## config.mk

```make
export PLATFORM = sky130hd
export DESIGN_NAME = crs_queue
export DESIGN_NICKNAME = d
export VERILOG_FILES = /design/src/sv/crs_pkg.sv /design/src/sv/crs_queue.sv
export SDC_FILE = /design/constraint.sdc
export NUM_CORES = 1
export LEC_CHECK = 0
export ABC_AREA = 1
export BUFFER_PORTS_ARGS = -buffer_cell sky130_fd_sc_hd__buf_4
export CAP_MARGIN = 25
export CORE_MARGIN = 1
export CORE_UTILIZATION = 40
export CTS_CLUSTER_SIZE = 40
export DETAILED_ROUTE_END_ITERATION = 8
export PLACE_DENSITY = 0.63
export SETUP_SLACK_MARGIN = 0.05
export SLEW_MARGIN = 20
export SYNTH_ARGS = -nofsm -noshare
export SYNTH_HDL_FRONTEND = slang
export SYNTH_SLANG_ARGS = --single-unit
```

## constraint.sdc

```tcl
create_clock -name clk_i -period 15.1 [get_ports clk_i]
set_clock_uncertainty 0.15 [all_clocks]
set_input_delay 1.51 -clock clk_i [delete_from_list [all_inputs] [get_ports clk_i]]
set_output_delay 1.51 -clock clk_i [all_outputs]
set_load 0.1 [all_outputs]
```

## src/sv/crs_pkg.sv

```systemverilog
// Shared types, constants and the micro-program of the chromatography residual stencil.
`default_nettype none
package crs_pkg;

  localparam int unsigned MAX_POINTS_DEF = 1024;
  localparam int unsigned QUEUE_DEPTH    = 2;
  localparam int unsigned PC_W           = 6;
  localparam int unsigned DATA_W         = 36;
  localparam int unsigned TEMP_DEPTH     = 8;

  localparam logic [2:0] REG_VELOCITY   = 3'd0;
  localparam logic [2:0] REG_DISPERSION = 3'd1;
  localparam logic [2:0] REG_POROSITY   = 3'd2;
  localparam logic [2:0] REG_CAPACITY   = 3'd3;
  localparam logic [2:0] REG_AFFINITY   = 3'd4;
  localparam logic [2:0] REG_TIME_STEP  = 3'd5;
  localparam logic [2:0] REG_FEED_LEVEL = 3'd6;

  localparam logic signed [31:0] FX_MAX = 32'sh7fffffff;
  localparam logic signed [31:0] FX_MIN = 32'sh80000000;

  typedef logic signed [DATA_W-1:0] dat_t;

  typedef struct packed {
    logic signed [31:0] velocity;
    logic [30:0]        dispersion;
    logic [15:0]        porosity;
    logic [30:0]        capacity;
    logic [30:0]        affinity;
    logic [30:0]        time_step;
    logic signed [31:0] feed_level;
  } cfg_t;

  typedef enum logic [1:0] {
    K_SINGLE,
    K_INLET,
    K_INTERIOR
  } kind_e;

  typedef struct packed {
    kind_e              kind;
    logic               end_flag;
    logic [9:0]         cnt;
    logic signed [31:0] older_prev;
    logic signed [31:0] older_trial;
    logic signed [31:0] recent_prev;
    logic signed [31:0] recent_trial;
    logic [30:0]        recent_spacing;
    logic signed [31:0] cur_prev;
    logic signed [31:0] cur_trial;
    logic [30:0]        cur_spacing;
  } job_t;

  typedef enum logic [2:0] {
    OP_ADD,
    OP_SUB,
    OP_ADDS,
    OP_SUBS,
    OP_HALF,
    OP_MUL,
    OP_DIV,
    OP_END
  } op_e;

  typedef enum logic [4:0] {
    S_ZERO  = 5'd0,
    S_ONE   = 5'd1,
    S_EPS   = 5'd2,
    S_VEL   = 5'd3,
    S_DISP  = 5'd4,
    S_POR   = 5'd5,
    S_CAP   = 5'd6,
    S_AFF   = 5'd7,
    S_TSTEP = 5'd8,
    S_FEED  = 5'd9,
    S_OP    = 5'd10,
    S_OT    = 5'd11,
    S_RP    = 5'd12,
    S_RT    = 5'd13,
    S_RH    = 5'd14,
    S_CP    = 5'd15,
    S_CT    = 5'd16,
    S_H     = 5'd17,
    S_T0    = 5'd24,
    S_T1    = 5'd25,
    S_T2    = 5'd26,
    S_T3    = 5'd27,
    S_T4    = 5'd28,
    S_T5    = 5'd29,
    S_T6    = 5'd30,
    S_T7    = 5'd31
  } src_e;

  typedef struct packed {
    op_e  op;
    src_e dst;
    src_e a;
    src_e b;
  } uop_t;

  localparam logic [PC_W-1:0] P_INTERIOR = 6'd0;
  localparam logic [PC_W-1:0] P_INLET    = 6'd44;
  localparam logic [PC_W-1:0] P_LAST     = 6'd54;
  localparam logic [PC_W-1:0] P_SINGLE   = 6'd61;

  function automatic logic signed [31:0] sat32(input logic signed [63:0] v);
    logic signed [31:0] r;
    if (v > 64'sd2147483647) begin
      r = FX_MAX;
    end else if (v < -64'sd2147483648) begin
      r = FX_MIN;
    end else begin
      r = v[31:0];
    end
    return r;
  endfunction

  function automatic uop_t mk(input op_e op, input src_e dst, input src_e a, input src_e b);
    uop_t u;
    u.op  = op;
    u.dst = dst;
    u.a   = a;
    u.b   = b;
    return u;
  endfunction

  function automatic logic [PC_W-1:0] entry_pc(input kind_e kind);
    logic [PC_W-1:0] p;
    case (kind)
      K_SINGLE: p = P_SINGLE;
      K_INLET:  p = P_INLET;
      default:  p = P_INTERIOR;
    endcase
    return p;
  endfunction

  // Each step reads two sources and writes one scratch register; the result ends in T1.
  function automatic uop_t crs_rom(input logic [PC_W-1:0] pc);
    uop_t u;
    case (pc)
      // Interior point: retardation of the old and trial values.
      6'd0:  u = mk(OP_MUL,  S_T0, S_AFF,  S_RP);
      6'd1:  u = mk(OP_ADDS, S_T0, S_T0,   S_ONE);
      6'd2:  u = mk(OP_MUL,  S_T0, S_T0,   S_T0);
      6'd3:  u = mk(OP_MUL,  S_T0, S_T0,   S_POR);
      6'd4:  u = mk(OP_ADDS, S_T0, S_T0,   S_EPS);
      6'd5:  u = mk(OP_SUB,  S_T1, S_ONE,  S_POR);
      6'd6:  u = mk(OP_MUL,  S_T1, S_T1,   S_CAP);
      6'd7:  u = mk(OP_MUL,  S_T1, S_T1,   S_AFF);
      6'd8:  u = mk(OP_DIV,  S_T2, S_T1,   S_T0);
      6'd9:  u = mk(OP_MUL,  S_T0, S_AFF,  S_RT);
      6'd10: u = mk(OP_ADDS, S_T0, S_T0,   S_ONE);
      6'd11: u = mk(OP_MUL,  S_T0, S_T0,   S_T0);
      6'd12: u = mk(OP_MUL,  S_T0, S_T0,   S_POR);
      6'd13: u = mk(OP_ADDS, S_T0, S_T0,   S_EPS);
      6'd14: u = mk(OP_DIV,  S_T3, S_T1,   S_T0);
      // Second and first differences.
      6'd15: u = mk(OP_MUL,  S_T0, S_RH,   S_RH);
      6'd16: u = mk(OP_ADD,  S_T4, S_OP,   S_CP);
      6'd17: u = mk(OP_SUB,  S_T4, S_T4,   S_RP);
      6'd18: u = mk(OP_SUB,  S_T4, S_T4,   S_RP);
      6'd19: u = mk(OP_DIV,  S_T4, S_T4,   S_T0);
      6'd20: u = mk(OP_ADD,  S_T5, S_OT,   S_CT);
      6'd21: u = mk(OP_SUB,  S_T5, S_T5,   S_RT);
      6'd22: u = mk(OP_SUB,  S_T5, S_T5,   S_RT);
      6'd23: u = mk(OP_DIV,  S_T5, S_T5,   S_T0);
      6'd24: u = mk(OP_ADD,  S_T0, S_RH,   S_RH);
      6'd25: u = mk(OP_SUB,  S_T6, S_CP,   S_OP);
      6'd26: u = mk(OP_DIV,  S_T6, S_T6,   S_T0);
      6'd27: u = mk(OP_SUB,  S_T7, S_CT,   S_OT);
      6'd28: u = mk(OP_DIV,  S_T7, S_T7,   S_T0);
      6'd29: u = mk(OP_SUB,  S_T0, S_RT,   S_RP);
      6'd30: u = mk(OP_DIV,  S_T0, S_T0,   S_TSTEP);
      // Dispersion and convection terms.
      6'd31: u = mk(OP_DIV,  S_T1, S_DISP, S_T2);
      6'd32: u = mk(OP_MUL,  S_T1, S_T1,   S_T4);
      6'd33: u = mk(OP_DIV,  S_T4, S_DISP, S_T3);
      6'd34: u = mk(OP_MUL,  S_T4, S_T4,   S_T5);
      6'd35: u = mk(OP_HALF, S_T1, S_T1,   S_T4);
      6'd36: u = mk(OP_DIV,  S_T4, S_VEL,  S_T2);
      6'd37: u = mk(OP_MUL,  S_T4, S_T4,   S_T6);
      6'd38: u = mk(OP_DIV,  S_T5, S_VEL,  S_T3);
      6'd39: u = mk(OP_MUL,  S_T5, S_T5,   S_T7);
      6'd40: u = mk(OP_HALF, S_T4, S_T4,   S_T5);
      6'd41: u = mk(OP_SUB,  S_T1, S_T1,   S_T4);
      6'd42: u = mk(OP_SUBS, S_T1, S_T1,   S_T0);
      6'd43: u = mk(OP_END,  S_T1, S_T1,   S_T1);
      // Inlet point.
      6'd44: u = mk(OP_SUB,  S_T0, S_CP,   S_RP);
      6'd45: u = mk(OP_DIV,  S_T0, S_T0,   S_RH);
      6'd46: u = mk(OP_SUB,  S_T1, S_CT,   S_RT);
      6'd47: u = mk(OP_DIV,  S_T1, S_T1,   S_RH);
      6'd48: u = mk(OP_HALF, S_T0, S_T0,   S_T1);
      6'd49: u = mk(OP_DIV,  S_T1, S_VEL,  S_DISP);
      6'd50: u = mk(OP_SUBS, S_T2, S_RT,   S_FEED);
      6'd51: u = mk(OP_MUL,  S_T1, S_T1,   S_T2);
      6'd52: u = mk(OP_SUBS, S_T1, S_T0,   S_T1);
      6'd53: u = mk(OP_END,  S_T1, S_T1,   S_T1);
      // Closing point, zero-gradient condition.
      6'd54: u = mk(OP_SUB,  S_T0, S_CP,   S_RP);
      6'd55: u = mk(OP_DIV,  S_T0, S_T0,   S_H);
      6'd56: u = mk(OP_SUB,  S_T1, S_CT,   S_RT);
      6'd57: u = mk(OP_DIV,  S_T1, S_T1,   S_H);
      6'd58: u = mk(OP_HALF, S_T1, S_T0,   S_T1);
      6'd59: u = mk(OP_ADDS, S_T1, S_T1,   S_ZERO);
      6'd60: u = mk(OP_END,  S_T1, S_T1,   S_T1);
      // Vector of a single point.
      6'd61: u = mk(OP_ADD,  S_T1, S_ZERO, S_ZERO);
      default: u = mk(OP_END, S_T1, S_T1, S_T1);
    endcase
    return u;
  endfunction

endpackage
`default_nettype wire

```

## src/sv/crs_queue.sv

```systemverilog
// Short job queue between the window front end and the arithmetic back end.
`default_nettype none
module crs_queue (
  input  logic          clk_i,
  input  logic          rst_ni,
  input  logic          push_i,
  input  crs_pkg::job_t job_i,
  output logic          full_o,
  input  logic          pop_i,
  output logic          valid_o,
  output crs_pkg::job_t job_o
);
  import crs_pkg::*;

  localparam int unsigned PW = (QUEUE_DEPTH > 1) ? $clog2(QUEUE_DEPTH) : 1;
  localparam int unsigned NW = $clog2(QUEUE_DEPTH + 1);

  job_t          slot_q [QUEUE_DEPTH];
  logic [PW-1:0] wr_q, rd_q;
  logic [NW-1:0] num_q;

  assign full_o  = (num_q == NW'(QUEUE_DEPTH));
  assign valid_o = (num_q != '0);
  assign job_o   = slot_q[rd_q];

  always_ff @(posedge clk_i) begin
    if (push_i) begin
      slot_q[wr_q] <= job_i;
    end
  end

  always_ff @(posedge clk_i or negedge rst_ni) begin
    if (!rst_ni) begin
      wr_q  <= '0;
      rd_q  <= '0;
      num_q <= '0;
    end else begin
      if (push_i) begin
        wr_q <= (wr_q == PW'(QUEUE_DEPTH - 1)) ? '0 : wr_q + PW'(1);
      end
      if (pop_i) begin
        rd_q <= (rd_q == PW'(QUEUE_DEPTH - 1)) ? '0 : rd_q + PW'(1);
      end
      if (push_i && !pop_i) begin
        num_q <= num_q + NW'(1);
      end else if (pop_i && !push_i) begin
        num_q <= num_q - NW'(1);
      end
    end
  end

  a_no_overflow: assert property (@(posedge clk_i) disable iff (!rst_ni)
    push_i |-> !full_o) else $error("job pushed into a full queue");
  a_no_underflow: assert property (@(posedge clk_i) disable iff (!rst_ni)
    pop_i |-> valid_o) else $error("job popped from an empty queue");
  a_count_bound: assert property (@(posedge clk_i) disable iff (!rst_ni)
    num_q <= NW'(QUEUE_DEPTH)) else $error("queue count out of range");
endmodule
`default_nettype wire

```

Word level (Yosys, flattened, before mapping):

Memories as Yosys holds them, arrays and structs flattened.
Index checks and enable logic that the tools add are counted.
Widths: inputs -> output; s select.

* memories: 1
* word-level logic and storage cells: 21
* input bits: 271
* RAM bits: 534
* register bits after elaboration: 4

Memory list
* slot_q: depth 2, width 267, read ports 1, clocked after memory_dff 0, write ports 1, RTL line crs_queue.sv:18 `job_t slot_q [QUEUE_DEPTH];`

* add/sub/neg operators: 4
* equal/unequal tests: 1
* reduce and logical (&&, ||, !) cells: 6
* multiplexer cells: 6

Operators with widths (number)
* $mux 1: 4
* $mux 2: 2
* $reduce_bool 2->1: 2
* $add 1x1->1 const B: 2
* $add 2x1->2 const B: 1
* $eq 2x2->1 const B: 1
* $logic_and 1x1->1: 2
* $logic_not 1->1: 2
* $sub 2x1->2 const B: 1

Logic depth before layout (Yosys ltp):

* depth after elaboration: 4
* gate-level depth with buffers: 7
* mapped depth without buffers: 7

Worst setup path after synthesis:

OpenSTA, ideal clock, no wires.

* kind: input to register
* start: input port push_i
* end: memory slot_q[0][0] (netlist bit), enable pin
* setup slack: 1340 ps
* data arrival time: 12703 ps
* required time: 14042 ps
* stages: 2
* cells stage by stage: inv_1 -> nor2_1

* word-level cells in the longest chain between the ends: 2

Ends and longest elaborated chain
* start: declaration: RTL line crs_queue.sv:6 `input logic push_i,`
* $mux 1: RTL line crs_queue.sv:27 `if (push_i) begin`
* $mux 1 (not written as such): RTL line crs_queue.sv:28 `slot_q[wr_q] <= job_i;`
* end: declaration: RTL line crs_queue.sv:18

No other way between the ends.

==> summary by stage <==
Run status
The flow ran to the end, and the final reports show no timing, DRC or antenna violations.

GRT
The global-route congestion overflow total is 0. The wire length of the first global-routing pass is 62850 um. The initial antenna violation count is 2. The via count of the first global-routing pass is 10390.

The total routing resource utilization after global routing is 0.1650. Entering global routing, the biggest net connects 140 pins.

Setup path
The worst path arrival time is 4.04 ns. The critical path goes through buf_12 > buf_4 > buf_4 > mux2_2 > buf_4. STA classifies the critical path startpoint as a flip-flop. The required time of the critical path is 13.44 ns. The last element of the critical path is job_o[16]. The destination of the worst register-to-register timing path is slot_q[0][158]$_DFFE_PP_. The classification of the worst setup path is flip-flop to primary output.

The most critical setup path has its startpoint at rd_q$_DFFE_PN0P_. The critical path buffer and inverter count is 4. The cell class contributing the biggest share of worst-path delay is buffers and inverters. STA classifies the critical path endpoint as a primary output.

The most used cell along the critical path is buf_4. The worst register-to-register path has a setup slack of 12.12 ns. Counting buffers and inverters, the worst setup path is 5 cells deep. In this run the worst path has a maximum fanout of 55. The logic depth of the worst register-to-register path is 3. The largest stage delay on the critical path is 0.92 ns.

The start of the worst register-to-register path is wr_q$_DFFE_PN0P_. The critical-path cell with the highest stage delay is buf_4.

Clock network
The number of hold buffers added after CTS is 0. The number of buffers created by CTS is 56. The insertion delay of the later-clocked pin in the worst-skew pair is 0.58 ns. The clock-pin slew reported for the worst setup and hold paths after clock tree synthesis is 0.06 ns. The number of H-tree levels is 2.

The total of cells resized after clock tree synthesis is 0. For this design, the sink count on the clock tree is 538. The clock tree buffer depth is 3. The post-CTS setup buffer count is 0. CTS placed an instance of clkbuf_16 at the clock tree root. The CTS tree is yes.

Min path
The kind of path behind the tightest hold check is flip-flop to flip-flop.

Die
The initial utilization of the core area, before any placement, comes to 0.4049. The core area is 50170 um2. The die covers 51690 um2. The die is 227.4 um wide. The total I/O pin count is 540.

The floorplan has 82 rows. The floorplan die height is 227.4 um.

STA
For the pin with the worst max-slew slack, the measured transition is 1.046 ns. Dividing the final minimum period by the clock period gives 0.3775. Setup repair after global routing left no endpoint under its margin. The number of max-slew violations in the final report is 0.

Setup violations remaining at the end of the flow were counted as 0. The worst-case setup margin in the final layout is 9.400 ns. The clock period could shrink to 5.700 ns. The accumulated negative setup slack is 0 ns. Measured against its own limit, the worst slew margin works out to 0.3030. The final hold violation count came to 0. Derived from the worst setup path, the maximum achievable clock frequency is 0.1754 GHz.

Routing
The final wirelength is 44800 um. The total DRC errors in the routed layout is 0. The final route contains 9960 vias. In this run the remaining antenna-violating nets after routing total 0. The first routing iteration left 532 violations.

The first-pass detailed-route iteration total is 4. The average via count per standard cell is 4.635. After detailed routing, the average wire length per cell comes to 20.85 um.

Cells and area
The layout-stage area growth over the synthesis result is 31.77%. The number of fillers in the final layout is 4001. In the layout the commonest cells are buf_4 (547), edfxtp_1 (534), mux2_4 (201). Leaving out fill and tap cells, the most frequent cell in the layout is buf_4. The count of nets after finishing is 1706. Of the cells placed in the final design, the portion with a size suffix greater than 1 is 0.6104.

Placement
The estimated wirelength of the detail-placed design is 31130 um. Prior to clock tree synthesis, the placed netlist has a worst setup slack of 9.907 ns. The weighted congestion reported at the end of routability-driven placement is 0.7581. The number of buffer cells added on primary ports is 539.

Yosys
The net count after synthesis is 1128. The post-synthesis async set-or-reset flop share is 0.007435. Yosys mapped a number of flops with a built-in enable equal to 534.

The synthesized instance count is 856. The cell area that synthesis handed to floorplanning was 20320 um2. Of the synthesized area, sequential elements account for 0.7942. The Yosys step of the flow raised 0 warnings. Counting flops and latches in the post-synthesis netlist gives 538. Synthesis instantiated 14 different standard cells from the library. In this run the mean area of a mapped cell was 23.73 um2. For this run, the leading register cell type out of synthesis is edfxtp_1.

Run
Max-cap violations in this run came to 0.
-- sequential cells by signal (all words and copies together), names as in the netlist --
signal and cells:
rd_q 1, wr_q 1, num_q 2, slot_q 534
-- worst min-delay path, stage by stage, from the launching register on --
cell and delay [ns]:
dfrtp_1 0.36, nand2_1 0.07, nand2_1 0.06
-- per-stage QoR --
step                      std cells  hold WS, ns  utilization  instance area [um2]
after floorplan                 856       0.2917            -                20320
after CTS                      2147       0.3660       0.5331                26750
after detailed placement       2047       0.3292       0.4985                25010
final                          2149       0.3722       0.5336                26770
after global placement         2046       0.3028       0.4981                24990
after global routing           2148       0.3895       0.5335                26770
-- worst min path at each step --
stage                    startpoint                    to  slack (ns)  cells after the start
2_1_floorplan  num_q[1]$_DFFE_PN0P_  num_q[1]$_DFFE_PN0P_        0.29                      2
3_3_place_gp   num_q[1]$_DFFE_PN0P_  num_q[1]$_DFFE_PN0P_        0.30                      2
3_5_place_dp   num_q[1]$_DFFE_PN0P_  num_q[1]$_DFFE_PN0P_        0.33                      2
4_1_cts        num_q[1]$_DFFE_PN0P_  num_q[1]$_DFFE_PN0P_        0.37                      2
5_1_grt        num_q[1]$_DFFE_PN0P_  num_q[1]$_DFFE_PN0P_        0.39                      2
6_report       num_q[1]$_DFFE_PN0P_  num_q[1]$_DFFE_PN0P_        0.37                      2
-- final cells by class --
cell class	instances	area [um2]	area share
repair buffers	550	4167	0.1556
diodes	1	2.502	0.00009348
clock buffers	70	1495	0.05585
multi-input cells	281	3849	0.1438
flip-flops and latches	538	16140	0.6029
well taps	672	840.8	0.03141
clock inverters	30	244.0	0.009114
inverters	7	33.78	0.001262
-- cell usage after synthesis (2+ instances only) --
cell / instances / area [um2]
nor2_1: 2 / 7.510
xor2_1: 2 / 17.52
edfxtp_1: 534 / 16040
buf_6: 26 / 292.8
inv_1: 7 / 26.28
mux2_2: 66 / 743.2
nand2_1: 6 / 22.52
buf_2: 4 / 20.02
mux2_4: 201 / 3018
dfrtp_1: 4 / 100.1
-- cell families (layout without fill, tap and decap cells) --
group                      after synthesis  count (layout)  synth area share
muxes                                  267             267            0.1851
xor gates and xnor gates                 3               3          0.001294
and+or+nand+nor                         10              10          0.002032
adders and majority gates                1               1         0.0006158
other                                    0               1                 0
DFF                                    538             538            0.7942
buffers and inverters                   37             657           0.01669
-- per-layer routing --
layer / routed length, um / vias to the layer above / global-route usage
met5: 29 / - / 0
met4: 821 / 4 / 0.04676
met3: 4446 / 61 / 0.06866
met2: 22480 / 383 / 0.2793
met1: 17030 / 4940 / 0.1913
li1: - / 4572 / -
Power is left out: the tool's default activity adds up to more than one toggle a clock period on the data nets, which glitch-free logic cannot reach.
