<file path="src/sv/crs_pkg.sv">
// Shared types, constants and the micro-program of the chromatography residual stencil.
`default_nettype none
package crs_pkg;

  localparam int unsigned MAX_POINTS_DEF = 1024;
  localparam int unsigned QUEUE_DEPTH    = 2;
  localparam int unsigned PC_W           = 6;
  localparam int unsigned DATA_W         = 36;
  localparam int unsigned TEMP_DEPTH     = 8;

  localparam logic [2:0] REG_VELOCITY   = 3'd0;
  localparam logic [2:0] REG_DISPERSION = 3'd1;
  localparam logic [2:0] REG_POROSITY   = 3'd2;
  localparam logic [2:0] REG_CAPACITY   = 3'd3;
  localparam logic [2:0] REG_AFFINITY   = 3'd4;
  localparam logic [2:0] REG_TIME_STEP  = 3'd5;
  localparam logic [2:0] REG_FEED_LEVEL = 3'd6;

  localparam logic signed [31:0] FX_MAX = 32'sh7fffffff;
  localparam logic signed [31:0] FX_MIN = 32'sh80000000;

  typedef logic signed [DATA_W-1:0] dat_t;

  typedef struct packed {
    logic signed [31:0] velocity;
    logic [30:0]        dispersion;
    logic [15:0]        porosity;
    logic [30:0]        capacity;
    logic [30:0]        affinity;
    logic [30:0]        time_step;
    logic signed [31:0] feed_level;
  } cfg_t;

  typedef enum logic [1:0] {
    K_SINGLE,
    K_INLET,
    K_INTERIOR
  } kind_e;

  typedef struct packed {
    kind_e              kind;
    logic               end_flag;
    logic [9:0]         cnt;
    logic signed [31:0] older_prev;
    logic signed [31:0] older_trial;
    logic signed [31:0] recent_prev;
    logic signed [31:0] recent_trial;
    logic [30:0]        recent_spacing;
    logic signed [31:0] cur_prev;
    logic signed [31:0] cur_trial;
    logic [30:0]        cur_spacing;
  } job_t;

  typedef enum logic [2:0] {
    OP_ADD,
    OP_SUB,
    OP_ADDS,
    OP_SUBS,
    OP_HALF,
    OP_MUL,
    OP_DIV,
    OP_END
  } op_e;

  typedef enum logic [4:0] {
    S_ZERO  = 5'd0,
    S_ONE   = 5'd1,
    S_EPS   = 5'd2,
    S_VEL   = 5'd3,
    S_DISP  = 5'd4,
    S_POR   = 5'd5,
    S_CAP   = 5'd6,
    S_AFF   = 5'd7,
    S_TSTEP = 5'd8,
    S_FEED  = 5'd9,
    S_OP    = 5'd10,
    S_OT    = 5'd11,
    S_RP    = 5'd12,
    S_RT    = 5'd13,
    S_RH    = 5'd14,
    S_CP    = 5'd15,
    S_CT    = 5'd16,
    S_H     = 5'd17,
    S_T0    = 5'd24,
    S_T1    = 5'd25,
    S_T2    = 5'd26,
    S_T3    = 5'd27,
    S_T4    = 5'd28,
    S_T5    = 5'd29,
    S_T6    = 5'd30,
    S_T7    = 5'd31
  } src_e;

  typedef struct packed {
    op_e  op;
    src_e dst;
    src_e a;
    src_e b;
  } uop_t;

  localparam logic [PC_W-1:0] P_INTERIOR = 6'd0;
  localparam logic [PC_W-1:0] P_INLET    = 6'd44;
  localparam logic [PC_W-1:0] P_LAST     = 6'd54;
  localparam logic [PC_W-1:0] P_SINGLE   = 6'd61;

  function automatic logic signed [31:0] sat32(input logic signed [63:0] v);
    logic signed [31:0] r;
    if (v > 64'sd2147483647) begin
      r = FX_MAX;
    end else if (v < -64'sd2147483648) begin
      r = FX_MIN;
    end else begin
      r = v[31:0];
    end
    return r;
  endfunction

  function automatic uop_t mk(input op_e op, input src_e dst, input src_e a, input src_e b);
    uop_t u;
    u.op  = op;
    u.dst = dst;
    u.a   = a;
    u.b   = b;
    return u;
  endfunction

  function automatic logic [PC_W-1:0] entry_pc(input kind_e kind);
    logic [PC_W-1:0] p;
    case (kind)
      K_SINGLE: p = P_SINGLE;
      K_INLET:  p = P_INLET;
      default:  p = P_INTERIOR;
    endcase
    return p;
  endfunction

  // Each step reads two sources and writes one scratch register; the result ends in T1.
  function automatic uop_t crs_rom(input logic [PC_W-1:0] pc);
    uop_t u;
    case (pc)
      // Interior point: retardation of the old and trial values.
      6'd0:  u = mk(OP_MUL,  S_T0, S_AFF,  S_RP);
      6'd1:  u = mk(OP_ADDS, S_T0, S_T0,   S_ONE);
      6'd2:  u = mk(OP_MUL,  S_T0, S_T0,   S_T0);
      6'd3:  u = mk(OP_MUL,  S_T0, S_T0,   S_POR);
      6'd4:  u = mk(OP_ADDS, S_T0, S_T0,   S_EPS);
      6'd5:  u = mk(OP_SUB,  S_T1, S_ONE,  S_POR);
      6'd6:  u = mk(OP_MUL,  S_T1, S_T1,   S_CAP);
      6'd7:  u = mk(OP_MUL,  S_T1, S_T1,   S_AFF);
      6'd8:  u = mk(OP_DIV,  S_T2, S_T1,   S_T0);
      6'd9:  u = mk(OP_MUL,  S_T0, S_AFF,  S_RT);
      6'd10: u = mk(OP_ADDS, S_T0, S_T0,   S_ONE);
      6'd11: u = mk(OP_MUL,  S_T0, S_T0,   S_T0);
      6'd12: u = mk(OP_MUL,  S_T0, S_T0,   S_POR);
      6'd13: u = mk(OP_ADDS, S_T0, S_T0,   S_EPS);
      6'd14: u = mk(OP_DIV,  S_T3, S_T1,   S_T0);
      // Second and first differences.
      6'd15: u = mk(OP_MUL,  S_T0, S_RH,   S_RH);
      6'd16: u = mk(OP_ADD,  S_T4, S_OP,   S_CP);
      6'd17: u = mk(OP_SUB,  S_T4, S_T4,   S_RP);
      6'd18: u = mk(OP_SUB,  S_T4, S_T4,   S_RP);
      6'd19: u = mk(OP_DIV,  S_T4, S_T4,   S_T0);
      6'd20: u = mk(OP_ADD,  S_T5, S_OT,   S_CT);
      6'd21: u = mk(OP_SUB,  S_T5, S_T5,   S_RT);
      6'd22: u = mk(OP_SUB,  S_T5, S_T5,   S_RT);
      6'd23: u = mk(OP_DIV,  S_T5, S_T5,   S_T0);
      6'd24: u = mk(OP_ADD,  S_T0, S_RH,   S_RH);
      6'd25: u = mk(OP_SUB,  S_T6, S_CP,   S_OP);
      6'd26: u = mk(OP_DIV,  S_T6, S_T6,   S_T0);
      6'd27: u = mk(OP_SUB,  S_T7, S_CT,   S_OT);
      6'd28: u = mk(OP_DIV,  S_T7, S_T7,   S_T0);
      6'd29: u = mk(OP_SUB,  S_T0, S_RT,   S_RP);
      6'd30: u = mk(OP_DIV,  S_T0, S_T0,   S_TSTEP);
      // Dispersion and convection terms.
      6'd31: u = mk(OP_DIV,  S_T1, S_DISP, S_T2);
      6'd32: u = mk(OP_MUL,  S_T1, S_T1,   S_T4);
      6'd33: u = mk(OP_DIV,  S_T4, S_DISP, S_T3);
      6'd34: u = mk(OP_MUL,  S_T4, S_T4,   S_T5);
      6'd35: u = mk(OP_HALF, S_T1, S_T1,   S_T4);
      6'd36: u = mk(OP_DIV,  S_T4, S_VEL,  S_T2);
      6'd37: u = mk(OP_MUL,  S_T4, S_T4,   S_T6);
      6'd38: u = mk(OP_DIV,  S_T5, S_VEL,  S_T3);
      6'd39: u = mk(OP_MUL,  S_T5, S_T5,   S_T7);
      6'd40: u = mk(OP_HALF, S_T4, S_T4,   S_T5);
      6'd41: u = mk(OP_SUB,  S_T1, S_T1,   S_T4);
      6'd42: u = mk(OP_SUBS, S_T1, S_T1,   S_T0);
      6'd43: u = mk(OP_END,  S_T1, S_T1,   S_T1);
      // Inlet point.
      6'd44: u = mk(OP_SUB,  S_T0, S_CP,   S_RP);
      6'd45: u = mk(OP_DIV,  S_T0, S_T0,   S_RH);
      6'd46: u = mk(OP_SUB,  S_T1, S_CT,   S_RT);
      6'd47: u = mk(OP_DIV,  S_T1, S_T1,   S_RH);
      6'd48: u = mk(OP_HALF, S_T0, S_T0,   S_T1);
      6'd49: u = mk(OP_DIV,  S_T1, S_VEL,  S_DISP);
      6'd50: u = mk(OP_SUBS, S_T2, S_RT,   S_FEED);
      6'd51: u = mk(OP_MUL,  S_T1, S_T1,   S_T2);
      6'd52: u = mk(OP_SUBS, S_T1, S_T0,   S_T1);
      6'd53: u = mk(OP_END,  S_T1, S_T1,   S_T1);
      // Closing point, zero-gradient condition.
      6'd54: u = mk(OP_SUB,  S_T0, S_CP,   S_RP);
      6'd55: u = mk(OP_DIV,  S_T0, S_T0,   S_H);
      6'd56: u = mk(OP_SUB,  S_T1, S_CT,   S_RT);
      6'd57: u = mk(OP_DIV,  S_T1, S_T1,   S_H);
      6'd58: u = mk(OP_HALF, S_T1, S_T0,   S_T1);
      6'd59: u = mk(OP_ADDS, S_T1, S_T1,   S_ZERO);
      6'd60: u = mk(OP_END,  S_T1, S_T1,   S_T1);
      // Vector of a single point.
      6'd61: u = mk(OP_ADD,  S_T1, S_ZERO, S_ZERO);
      default: u = mk(OP_END, S_T1, S_T1, S_T1);
    endcase
    return u;
  endfunction

endpackage
`default_nettype wire

</file>
<file path="src/sv/crs_front.sv">
// Input side: keeps the three-point window and turns each point into a job.
`default_nettype none
module crs_front #(
  parameter int unsigned MAX_POINTS = crs_pkg::MAX_POINTS_DEF
) (
  input  logic               clk_i,
  input  logic               rst_ni,
  input  logic               in_valid_i,
  output logic               in_ready_o,
  input  logic signed [31:0] prev_level_i,
  input  logic signed [31:0] trial_level_i,
  input  logic [30:0]        spacing_i,
  input  logic               end_of_grid_i,
  input  logic               full_i,
  output logic               push_o,
  output crs_pkg::job_t      job_o
);
  import crs_pkg::*;

  localparam int unsigned CW = (MAX_POINTS > 2) ? $clog2(MAX_POINTS) : 1;

  logic [CW-1:0]      cnt_q;
  logic signed [31:0] older_prev_q, older_trial_q, recent_prev_q, recent_trial_q;
  logic [30:0]        recent_spacing_q;
  logic               accept, last_pt;
  logic [31:0]        cnt_ext;

  assign in_ready_o = !full_i;
  assign accept     = in_valid_i && !full_i;
  assign last_pt    = end_of_grid_i || (cnt_q == CW'(MAX_POINTS - 1));
  assign cnt_ext    = 32'(cnt_q);

  always_comb begin
    job_o.kind           = (cnt_q == '0) ? K_SINGLE :
                           (cnt_q == CW'(1)) ? K_INLET : K_INTERIOR;
    job_o.end_flag       = last_pt;
    job_o.cnt            = cnt_ext[9:0];
    job_o.older_prev     = older_prev_q;
    job_o.older_trial    = older_trial_q;
    job_o.recent_prev    = recent_prev_q;
    job_o.recent_trial   = recent_trial_q;
    job_o.recent_spacing = recent_spacing_q;
    job_o.cur_prev       = prev_level_i;
    job_o.cur_trial      = trial_level_i;
    job_o.cur_spacing    = spacing_i;
  end

  // The first point of a vector only fills the window unless it also ends it.
  assign push_o = accept && !((cnt_q == '0) && !last_pt);

  always_ff @(posedge clk_i or negedge rst_ni) begin
    if (!rst_ni) begin
      cnt_q            <= '0;
      older_prev_q     <= '0;
      older_trial_q    <= '0;
      recent_prev_q    <= '0;
      recent_trial_q   <= '0;
      recent_spacing_q <= '0;
    end else if (accept) begin
      if (last_pt) begin
        cnt_q            <= '0;
        older_prev_q     <= '0;
        older_trial_q    <= '0;
        recent_prev_q    <= '0;
        recent_trial_q   <= '0;
        recent_spacing_q <= '0;
      end else begin
        cnt_q            <= cnt_q + CW'(1);
        older_prev_q     <= recent_prev_q;
        older_trial_q    <= recent_trial_q;
        recent_prev_q    <= prev_level_i;
        recent_trial_q   <= trial_level_i;
        recent_spacing_q <= spacing_i;
      end
    end
  end
endmodule
`default_nettype wire

</file>
<file path="config.mk">
export PLATFORM = sky130hd
export DESIGN_NAME = crs_front
export DESIGN_NICKNAME = d
export VERILOG_FILES = /design/src/sv/crs_pkg.sv /design/src/sv/crs_front.sv
export SDC_FILE = /design/constraint.sdc
export NUM_CORES = 1
export LEC_CHECK = 0
export BUFFER_PORTS_ARGS = -buffer_cell sky130_fd_sc_hd__buf_2
export CAP_MARGIN = 10
export CORE_MARGIN = 1
export CORE_UTILIZATION = 35
export CTS_CLUSTER_DIAMETER = 200
export DETAILED_ROUTE_END_ITERATION = 8
export PLACE_DENSITY_LB_ADDON = 0.25
export SYNTH_ARGS = -nofsm -noshare
export SYNTH_HDL_FRONTEND = slang
export SYNTH_SLANG_ARGS = --single-unit
export TNS_END_PERCENT = 5
</file>
<file path="constraint.sdc">
create_clock -name clk_i -period 2.8 [get_ports clk_i]
set_clock_uncertainty 0.15 [all_clocks]
set_input_delay 0.56 -clock clk_i [delete_from_list [all_inputs] [get_ports clk_i]]
set_output_delay 0.56 -clock clk_i [all_outputs]
set_load 0.02 [all_outputs]
</file>
After elaboration in Yosys (flattened, before gate mapping)
Cells that the tools add are included.

word-level totals
  flip-flop bits (word level) = 169
  latch bits = 0
  memory bits (writable) = 0
  ROM bits = 0
  output and inout port bits = 269
  word-level logic and storage cells = 25
  memories = 0

operators by class
  add/sub/neg operators = 1
  $mul = 0
  divide/modulo/power cells = 0
  magnitude comparators = 0
  equal/unequal tests = 2
  shift operators = 0
  multiplexer cells = 8
  bitwise operators = 0
  reductions and logical operators = 8

operators with widths
  cell                                            number
  two-way mux 32 bit                              4
  two-way mux 31 bit                              1
  adder 10 x 1 -> 10 bit, second input constant   1
  == test 10 x 1 -> 1 bit, second input constant  1
  == test 10 bit, second input constant           1
  logical NOT 10 bit                              1
  two-way mux 10 bit                              1
  two-way mux 2 bit                               2
  logical AND 1 bit                               3
  logical NOT 1 bit                               3
  logical OR 1 bit                                1

Longest topological paths before layout
  depth after elaboration = 6
  depth in mapped cells = 7

Worst setup path before layout
OpenSTA, ideal clock, no wires.

  path type = flip-flop to output port
  start point = reg cnt_q[0]
  end point = out job_o[264] (netlist bit)
  data arrival time = 1704 ps
  required time = 2090 ps
  setup slack = 386 ps
  cell stages (with the launch flop) = 8
  buffers on the path = 3
  path through = dfrtp_1 ha_1 and3_4 a41oi_4 inv_4 buf_12 buf_12 buf_4

between the ends
  cells in the longest elaborated chain, start to end = 2

ends and longest elaborated chain
  item                      RTL line         source
  start: declaration        crs_front.sv:22  logic [CW-1:0] cnt_q;
  start signal: assignment  crs_front.sv:68  cnt_q <= cnt_q + CW'(1);
  == test 10 bit            crs_front.sv:30  assign last_pt = end_of_grid_i || (cnt_q == CW'(MAX_POINTS - 1));
  logical OR 1 bit          crs_front.sv:30
  end: declaration          crs_front.sv:16  output crs_pkg::job_t job_o

No other way between the ends.

==> reports/summary.txt <==
Status -> finished, final reports clean
Hold/Removal Path Class -> input pin to flop
GPL Wtd Cong -> 0.8036
Number of global-route vias before repair -> 6040
Final Hold Vio Count -> 0
Setup TNS Final -> 0 ns
Share of synthesized cell area in full adder, half adder and majority cells -> 0.4656%
First-pass GRT wire length -> 32.93 mm
Num CTS Buffers -> 17
CP Data Required Time -> 2.09 ns
Leading area contributor after synthesis -> dfrtp_1
Relative slew slack -> 45.69%
Worst slew pin tran -> 0.8146 ns
Mapped Cells -> 849
IO Pins -> 369
Unique cell type count in the Yosys netlist -> 32
Max frequency -> 368.8 MHz
Critical path endpoint category -> output pin
Post-DP HPWL -> 13.77 mm
Largest family of logic cells by synthesized area -> simple AND/OR/NAND/NOR gates
Avg WL per Cell -> 14.44 um
XOR/XNOR share of the synthesized area -> 0.5432%
FFs w/ async S/R, synth -> 100.0%
Initial Utilization -> 35.61%
Post-synthesis mux area share -> 0.1242%
CP Launch Type -> flop
Share of cells above drive strength 1 -> 46.67%
CORE AREA -> 22640 um^2
All-Layer GR Usage -> 17.40%
Row count -> 55
Initial antenna violation count -> 0
Post-detailed-route count of antenna-violating nets -> 0
CP Data Arrival Time -> 2.00 ns
Syn_nets -> 952
# clock sinks -> 169
Commonest non-fill, non-tap cell in the layout -> buf_2
Via count -> 6379
Area after DPL -> 9353 um^2
Hold Worst Slack -> 0.2232 ns
Count of input and output buffers -> 368
Clock-pin transition on the worst setup and hold timing paths -> 0.07 ns
Pleak -> 5.196 nW
CP Class -> flop to output pin
Routed WL -> 20.18 mm
Residual DRC -> 0
Post-CTS setup buffer count -> 0
Synth Flop Type -> dfrtp_1
Final Max Slew Viols -> 0
Area share of the largest cell type after synthesis -> 52.46%
Post-Synth Simple-Gate Area -> 16.89%
YS warnings -> 0
Setup violators final -> 0
Clk buf depth -> 2
Global route overflow -> 0
P per Cell Area -> 664.6 nW/um^2
RSZ-0062 raised after global routing -> no
Drt first pass iters -> 4
Synth Area in Compound Gates -> 15.46%
Synth area leaders -> dfrtp_1, nand2_1, o21ai_2
Die width -> 153.8 um
Register area share after synthesis -> 52.46%
Peak supply drop -> 340.6 uV
Diodes inserted -> 0
Largest net degree at the start of global routing -> 87
Die height -> 153.8 um
Clock insertion delay at the later pin of the skew report -> 0.42 ns
Yosys reg bits -> 169
Root Buffer -> clkbuf_16
Design area -> 9966 um^2
Most frequent cells in the layout -> buf_2, nand2_1, dfrtp_1
Area Growth Syn to Fin -> 23.62%
Mapped Area -> 8061 um^2
Post-synth EDFFs -> 0
Avg Synthesized Cell Area -> 9.495 um^2
1st-iter DRT viols -> 388
Max-cap check violation count -> 0
Number of vias per cell -> 4.566
CP Max Fanout -> 5
Post-route minimum period -> 2.711 ns
Fin crit share -> 96.83%
CTS tree -> done
Die ar. -> 23640 um^2
H-tree levels -> 4
NumNets Final -> 1203
==> sequential cells by signal, summed over array words and instances, names as in the netlist <==
signal / count
recent_trial_q: 32
older_prev_q: 32
recent_prev_q: 32
recent_spacing_q: 31
older_trial_q: 32
cnt_q: 10
==> report_power, final <==
group          internal, mW  leakage [nW]  switching (mW)
registers              2.67          2.25           0.154
clock network          1.42         0.279            1.03
logic                 0.437          2.67           0.915
total                  4.53          5.20            2.10
==> cells by family after synthesis <==
family | after synthesis
AOI/OAI and AO/OA | 170
xor gates and xnor gates | 5
adders and majority gates | 3
buffers and inverters | 154
DFF | 169
muxes | 1
and+or+nand+nor | 347
==> metal layers <==
| metal | up-vias | routed length (um) | global-route usage [%] |
|---|---|---|---|
| met2 | 209 | 9581 | 28.46 |
| met4 | 0 | 331 | 5.952 |
| li1 | 3152 | - | - |
| met1 | 2995 | 9176 | 22.73 |
| met3 | 23 | 1088 | 3.890 |
| met5 | - | 0 | 0 |
==> cells in the mapped netlist, drive strengths merged, types with 2 or more instances <==
cell / instances
and3: 3
a21oi: 3
dfrtp: 169
inv: 4
nand4: 2
buf: 114
xor2: 5
clkbuf: 36
nand3: 5
nor2: 7
o21ai: 165
ha: 3
or4: 2
or3: 2
nand2: 321
==> critical path: stages, from the launching register on <==
cell	delay (ns)
dfrtp_2	0.45
or4_2	0.66
nor2_2	0.15
and3b_1	0.16
buf_2	0.15
==> metrics by stage <==
step	setup slack [ns]	cells	total power [mW]	utilization, %
final	0.08870	1397	6.623	44.02
after global routing	0.0001408	1397	6.930	44.02
after CTS	0.03286	1397	6.714	44.00
after detailed placement	0.5048	1365	4.246	41.31
after global placement	0.5149	1365	4.231	41.31
after floorplan	0.3859	849	3.776	-
==> what timing repair did <==
| action | in CTS | in global routing |
|---|---|---|
| hold endpoints to repair | 50 | 0 |
| setup endpoints to repair | 0 | 3 |
| gates resized for setup | 0 | 2 |
| hold buffers | 1 | 0 |
==> area by class of cell <==
class,instances,area (um^2)
clock buffers,19,432.9
fillers,2270,12670
well taps,285,356.6
clock inverters,12,166.4
flip-flops and latches,169,4230
inverters,4,20.02
repair buffers,382,2043
multi-input cells,526,2716
==> path summary, 6_finish.rpt <==
kind                                                       end                          from  cells after the start  slack (ns)
worst max-delay path                                job_o[265]          cnt_q[8]$_DFFE_PN0P_                      4        0.09
worst min-delay path            recent_trial_q[20]$_DFFE_PN0P_             trial_level_i[20]                      3        0.22
worst max register to register    older_prev_q[22]$_DFFE_PN0P_          cnt_q[0]$_DFFE_PN0P_                      6        0.70
worst min register to register    older_trial_q[6]$_DFFE_PN0P_  older_trial_q[6]$_DFFE_PN0P_                      2        0.32
max in group asynchronous        recent_prev_q[19]$_DFFE_PN0P_                        rst_ni                      3        1.33
min in group asynchronous        older_trial_q[31]$_DFFE_PN0P_                        rst_ni                      2        0.51
No activity file was read; power rests on OpenSTA's default activity.
